[src/sv/tms_pkg.sv]
// ============================================================================
// tms_pkg: shared types, defaults and helpers of the transform matrix stack
// Holds the Q16.16 saturation helper, parameter defaults and command codes.
// ============================================================================
package tms_pkg;

  localparam int unsigned DEF_STACK_DEPTH = 128;
  localparam int unsigned DEF_FRAC_BITS   = 16;
  localparam int unsigned DEF_WORD_BITS   = 32;

  typedef enum logic [3:0] {
    CMD_SELECT   = 4'd0,
    CMD_IDENTITY = 4'd1,
    CMD_STAGE    = 4'd2,
    CMD_LOAD     = 4'd3,
    CMD_MULTIPLY = 4'd4,
    CMD_TRANSLATE = 4'd5,
    CMD_SCALE    = 4'd6,
    CMD_PUSH     = 4'd7,
    CMD_POP      = 4'd8,
    CMD_READ     = 4'd9
  } cmd_t;

  localparam logic [1:0] ST_OK        = 2'd0;
  localparam logic [1:0] ST_PUSH_FULL = 2'd1;
  localparam logic [1:0] ST_POP_EMPTY = 2'd2;

  // Issue control of one multiply-accumulate step
  typedef struct packed {
    logic       valid;
    logic       first;
    logic       last;
    logic [3:0] idx;
  } mac_ctl_t;

  // Finished dot product
  typedef struct packed {
    logic               valid;
    logic [3:0]         idx;
    logic signed [31:0] data;
  } mac_res_t;

  // Clamp a wide signed value to a signed word of the given width
  function automatic logic signed [31:0] sat_word(input logic signed [65:0] v,
                                                  input int unsigned bits);
    logic signed [65:0] hi;
    logic signed [65:0] lo;
    hi = (66'sd1 <<< (bits - 1)) - 66'sd1;
    lo = -hi - 66'sd1;
    if (v > hi) return hi[31:0];
    if (v < lo) return lo[31:0];
    return v[31:0];
  endfunction

endpackage

[src/sv/tms_mac.sv]
// ============================================================================
// tms_mac: shared multiply-accumulate unit
// One 32x32 product per cycle, exact 66-bit sum, floor shift and saturation.
// ============================================================================
module tms_mac import tms_pkg::*; #(
  parameter int unsigned FRAC_BITS = DEF_FRAC_BITS,
  parameter int unsigned SAT_BITS  = DEF_WORD_BITS
) (
  input  logic               clk,
  input  logic               rst_n,
  input  mac_ctl_t           ctl_in,
  input  logic signed [31:0] a,
  input  logic signed [31:0] b,
  output mac_res_t           res
);

  logic signed [63:0] prod_r;
  mac_ctl_t           ctl_r;
  logic signed [65:0] acc_r;
  logic signed [65:0] acc_sum;

  assign acc_sum = (ctl_r.first ? 66'sd0 : acc_r) + {{2{prod_r[63]}}, prod_r};

  always_ff @(posedge clk) begin
    if (!rst_n) begin
      ctl_r <= '0;
    end else begin
      ctl_r <= ctl_in;
    end
    prod_r <= a * b;
    if (ctl_r.valid) acc_r <= acc_sum;
  end

  assign res.valid = ctl_r.valid && ctl_r.last;
  assign res.idx   = ctl_r.idx;
  assign res.data  = sat_word(acc_sum >>> FRAC_BITS, SAT_BITS);

endmodule

[config.mk]
export PLATFORM = sky130hd
export DESIGN_NAME = tms_mac
export DESIGN_NICKNAME = d
export VERILOG_FILES = /design/src/sv/tms_pkg.sv /design/src/sv/tms_mac.sv
export SDC_FILE = /design/constraint.sdc
export NUM_CORES = 2
export LEC_CHECK = 0
export BUFFER_PORTS_ARGS = -buffer_cell sky130_fd_sc_hd__buf_4
export CAP_MARGIN = 10
export CORE_MARGIN = 5
export CORE_UTILIZATION = 46
export DETAILED_ROUTE_END_ITERATION = 7
export GPL_TIMING_DRIVEN = 0
export SKIP_CTS_REPAIR_TIMING = 1
export SYNTH_ARGS = -nofsm -noshare
export SYNTH_HDL_FRONTEND = slang
export SYNTH_SLANG_ARGS = --single-unit
[constraint.sdc]
create_clock -name clk -period 13.47 [get_ports clk]
set_clock_uncertainty 0.05 [all_clocks]
set_input_delay 0.6735 -clock clk [delete_from_list [all_inputs] [get_ports clk]]
set_output_delay 0.6735 -clock clk [all_outputs]
set_load 0.02 [all_outputs]
==> impl_metrics.xml <==
<?xml version="1.0" encoding="UTF-8"?>
<metrics>
  <group name="status">
    <metric name="status" unit="">finished clean</metric>
  </group>
  <group name="clock_tree">
    <metric name="number_of_cts_inserted_buffers" unit="">17</metric>
    <metric name="clkTransAtPathRegs" unit="ns">0.07</metric>
    <metric name="insertion_delay" unit="ns">0.45</metric>
    <metric name="tritoncts_clock_tree" unit="">built</metric>
    <metric name="clock_tree.htree_level_count" unit="">4</metric>
    <metric name="clock_sink_total" unit="">137</metric>
    <metric name="cts_buffer_depth" unit="">2</metric>
    <metric name="cts_root_buffer" unit="">sky130_fd_sc_hd__clkbuf_16</metric>
  </group>
  <group name="cells_and_area">
    <metric name="fill_cells" unit="">9358</metric>
    <metric name="area_growth" unit="%">6.94</metric>
    <metric name="final_layout_size_suffix_gt1_share" unit="%">4.88</metric>
    <metric name="layout.core_utilization" unit="%">49.5</metric>
    <metric name="finish.net_count" unit="">6314</metric>
  </group>
  <group name="timing">
    <metric name="grt_setup_unrepaired" unit="">no</metric>
    <metric name="fin_crit" unit="ns">9.64</metric>
    <metric name="maximum_achievable_frequency" unit="MHz">104</metric>
    <metric name="timing.final.ws_setup" unit="ns">3.83</metric>
    <metric name="post-route-period-util" unit="%">71.6</metric>
    <metric name="final-max-slew-violation-count" unit="">0</metric>
    <metric name="timing_worst_slew_pin_value" unit="ns">1.33</metric>
    <metric name="setup-violations-final" unit="">0</metric>
    <metric name="slew_headroom" unit="%">11.5</metric>
    <metric name="setup_total_negative_slack" unit="ns">0</metric>
    <metric name="final_hold_viol_count" unit="">0</metric>
  </group>
  <group name="floorplanning">
    <metric name="chipWidth" unit="microns">322</metric>
    <metric name="ioPinCount" unit="">110</metric>
    <metric name="rows" unit="">114</metric>
    <metric name="die_h" unit="microns">322</metric>
    <metric name="die_area" unit="sq um">104000</metric>
    <metric name="core_area" unit="sq um">96600</metric>
    <metric name="initial_utilization" unit="%">46.3</metric>
  </group>
  <group name="setup_path">
    <metric name="critical_path.n_buffers_inverters" unit="">5</metric>
    <metric name="worst_r2r_endpoint" unit="">acc_r[65]</metric>
    <metric name="rrSetupSlack" unit="ns">8.26</metric>
    <metric name="reg2reg_depth" unit="">16</metric>
    <metric name="reg2reg_from" unit="">ctl_r[5]</metric>
    <metric name="critical_path.most_common_cell" unit="">sky130_fd_sc_hd__fa_1</metric>
    <metric name="crit_path_start_kind" unit="">primary input</metric>
    <metric name="crit_arrival" unit="ns">9.93</metric>
    <metric name="crit_required" unit="ns">13.76</metric>
    <metric name="worst-path-stages" unit="">25</metric>
    <metric name="setup.worst_path.end" unit="">prod_r[63]</metric>
    <metric name="crit_start" unit="">a[31]</metric>
    <metric name="critical_path.endpoint_type" unit="">flip-flop</metric>
    <metric name="critical-path-max-stage-delay" unit="ns">1.14</metric>
    <metric name="cp_slowest_cell" unit="">sky130_fd_sc_hd__fa_1</metric>
    <metric name="worstSetupPathType" unit="">primary input to flip-flop</metric>
    <metric name="timing.critical_path.fanout_max" unit="">10</metric>
    <metric name="cp_top_family" unit="">adder cells</metric>
  </group>
  <group name="placement">
    <metric name="buffer_ports.inserted" unit="">109</metric>
    <metric name="dpl_worst_slack" unit="ns">3.35</metric>
    <metric name="place.gp.congestion" unit="">1.06</metric>
    <metric name="place.detailed.hpwl" unit="mm">134</metric>
  </group>
  <group name="grt">
    <metric name="largest_net_degree_at_the_start_of_global_routing" unit="">35</metric>
    <metric name="initial_antenna_violation_count" unit="">18</metric>
    <metric name="grt_first_pass_wirelength" unit="mm">239</metric>
    <metric name="via_count_of_the_first_global_routing_pass" unit="">36700</metric>
    <metric name="total_gr_overflow" unit="">0</metric>
    <metric name="track_usage" unit="%">31.7</metric>
  </group>
  <group name="synthesis">
    <metric name="synth_cell_types" unit="">86</metric>
    <metric name="postSynthAreaPerCell" unit="sq um">9.35</metric>
    <metric name="synth_edf_count" unit="">66</metric>
    <metric name="synth.net_count" unit="">6184</metric>
    <metric name="async_flop_share" unit="%">0</metric>
    <metric name="yosysWarnings" unit="">0</metric>
    <metric name="postSynthCellCount" unit="">4779</metric>
    <metric name="ys_seq_area_share" unit="%">7.61</metric>
    <metric name="synth_register_bits" unit="">137</metric>
    <metric name="yosys_most_used_dff" unit="">sky130_fd_sc_hd__dfxtp_1</metric>
    <metric name="syn_area" unit="sq um">44700</metric>
  </group>
  <group name="worst_hold_path">
    <metric name="min_path_type" unit="">primary input to flip-flop</metric>
  </group>
  <group name="detailed_routing">
    <metric name="detailedRoute.firstPassIterationCount" unit="">8</metric>
    <metric name="drtAntennaViolNets" unit="">0</metric>
    <metric name="post_drt_wl_per_cell" unit="microns">25.9</metric>
    <metric name="vias_per_cell" unit="">5.55</metric>
    <metric name="vias" unit="">34500</metric>
    <metric name="first_iter_violations" unit="">3162</metric>
    <metric name="routed_wl" unit="mm">161</metric>
    <metric name="drcViolationCount" unit="">0</metric>
  </group>
  <group name="flow_run">
    <metric name="drv.max_cap_violation_count" unit="">0</metric>
  </group>
</metrics>
-- cells in the mapped netlist (all sizes together), types with 7 or more instances --
cell    number  area share, %
nor3        18           0.20
xor2        40           0.78
nand3       37           0.41
nand4       28           0.41
edfxtp      66            4.4
inv       1017            8.5
a21oi      143            1.7
a31oi        9           0.16
o21bai      20           0.34
o21ai      111            1.5
or2          7          0.098
o211ai      15           0.29
ha         249            7.0
clkbuf     217            1.8
and3        16           0.22
buf         30           0.44
xnor2       90            1.8
dfxtp       71            3.2
or3         14           0.20
a41oi        8           0.16
nor2b       76            1.1
a211oi      14           0.25
a21o        53           0.89
nand2b      28           0.39
and2       543            7.6
nand2      564            4.7
nor2       111           0.93
nor4         7           0.11
fa        1083             49
o21a        19           0.32
-- cells by family after synthesis --
logic type	synth area share [%]
buf+inv	10.8
mux	0.0476
simple gates	16.6
compound gates	6.84
fa+ha+maj	55.5
flops	7.61
xor+xnor	2.55
-- stage by stage --
step                      cells  hold WS, ns  instance area (sq um)
after CTS                  6198        0.354                  47800
after global routing       6198        0.352                  47800
final                      6212        0.375                  47800
after global placement     6164        0.474                  47100
after detailed placement   6166        0.485                  47200
after floorplan            4779        0.458                  44700
-- how the worst min path moves through the flow --
stage	startpoint	endpoint	slack, ns	depth (start not counted)
final	ctl_in[6]	ctl_r[6]	0.38	2
after global routing	ctl_in[6]	ctl_r[6]	0.35	2
after CTS	ctl_in[6]	ctl_r[6]	0.35	2
after detailed placement	prod_r[0]	acc_r[0]	0.49	1
after global placement	prod_r[0]	acc_r[0]	0.47	1
after floorplan	prod_r[0]	acc_r[0]	0.46	1
-- final cells by class --
class	count	area, sq um	share of cell area (%)
Tap cell	1276	1600	3.34
Antenna cell	14	35.0	0.0733
Buffer	247	1020	2.14
Sequential cell	137	3410	7.13
Inverter	1018	3820	7.99
Multi-Input combinational cell	3377	36500	76.3
Clock buffer	17	425	0.890
Timing Repair Buffer	111	866	1.81
Clock inverter	15	175	0.366
-- sequential cells by signal, summed over array words and instances, names as in the netlist --
| register | flops |
|---|---|
| prod_r | 64 |
| acc_r | 66 |
| res | 4 |
| ctl_r | 3 |
-- layer usage --
| layer | GRT usage, % | up-vias | share of wire (%) |
|---|---|---|---|
| li1 | - | 14500 | - |
| met1 | 41.1 | 17700 | 39 |
| met2 | 50.1 | 1722 | 45 |
| met3 | 7.02 | 461 | 9.6 |
| met4 | 16.7 | 4 | 7.1 |
| met5 | 0 | - | 0.012 |
-- placed cells by master (no fill, tap or decap), drive strengths merged, types with 15 or more instances in the layout --
master | Yosys | final
a21o | 53 | 53
a21oi | 143 | 143
and2 | 543 | 543
and3 | 16 | 16
buf | 30 | 141
clkbuf | 217 | 234
dfxtp | 71 | 71
edfxtp | 66 | 66
fa | 1083 | 1083
ha | 249 | 249
inv | 1017 | 1025
nand2 | 564 | 564
nand2b | 28 | 28
nand3 | 37 | 37
nand4 | 28 | 28
nor2 | 111 | 111
nor2b | 76 | 76
nor3 | 18 | 18
o211ai | 15 | 15
o21a | 19 | 19
o21ai | 111 | 111
o21bai | 20 | 20
xnor2 | 90 | 90
xor2 | 40 | 40
-- worst reg2reg max path: cells and delay by family (launching register included) --
kind,cells,cell delay [ns]
and+or+nand+nor,5,1.10
buffers and inverters,4,1.45
DFF,1,0.34
xor gates and xnor gates,1,0.57
adders and majority gates,1,0.30
AOI/OAI and AO/OA,5,1.13
Power is not shown: default switching activity piles up to over one toggle a cycle in this logic, so the estimate is an artifact.
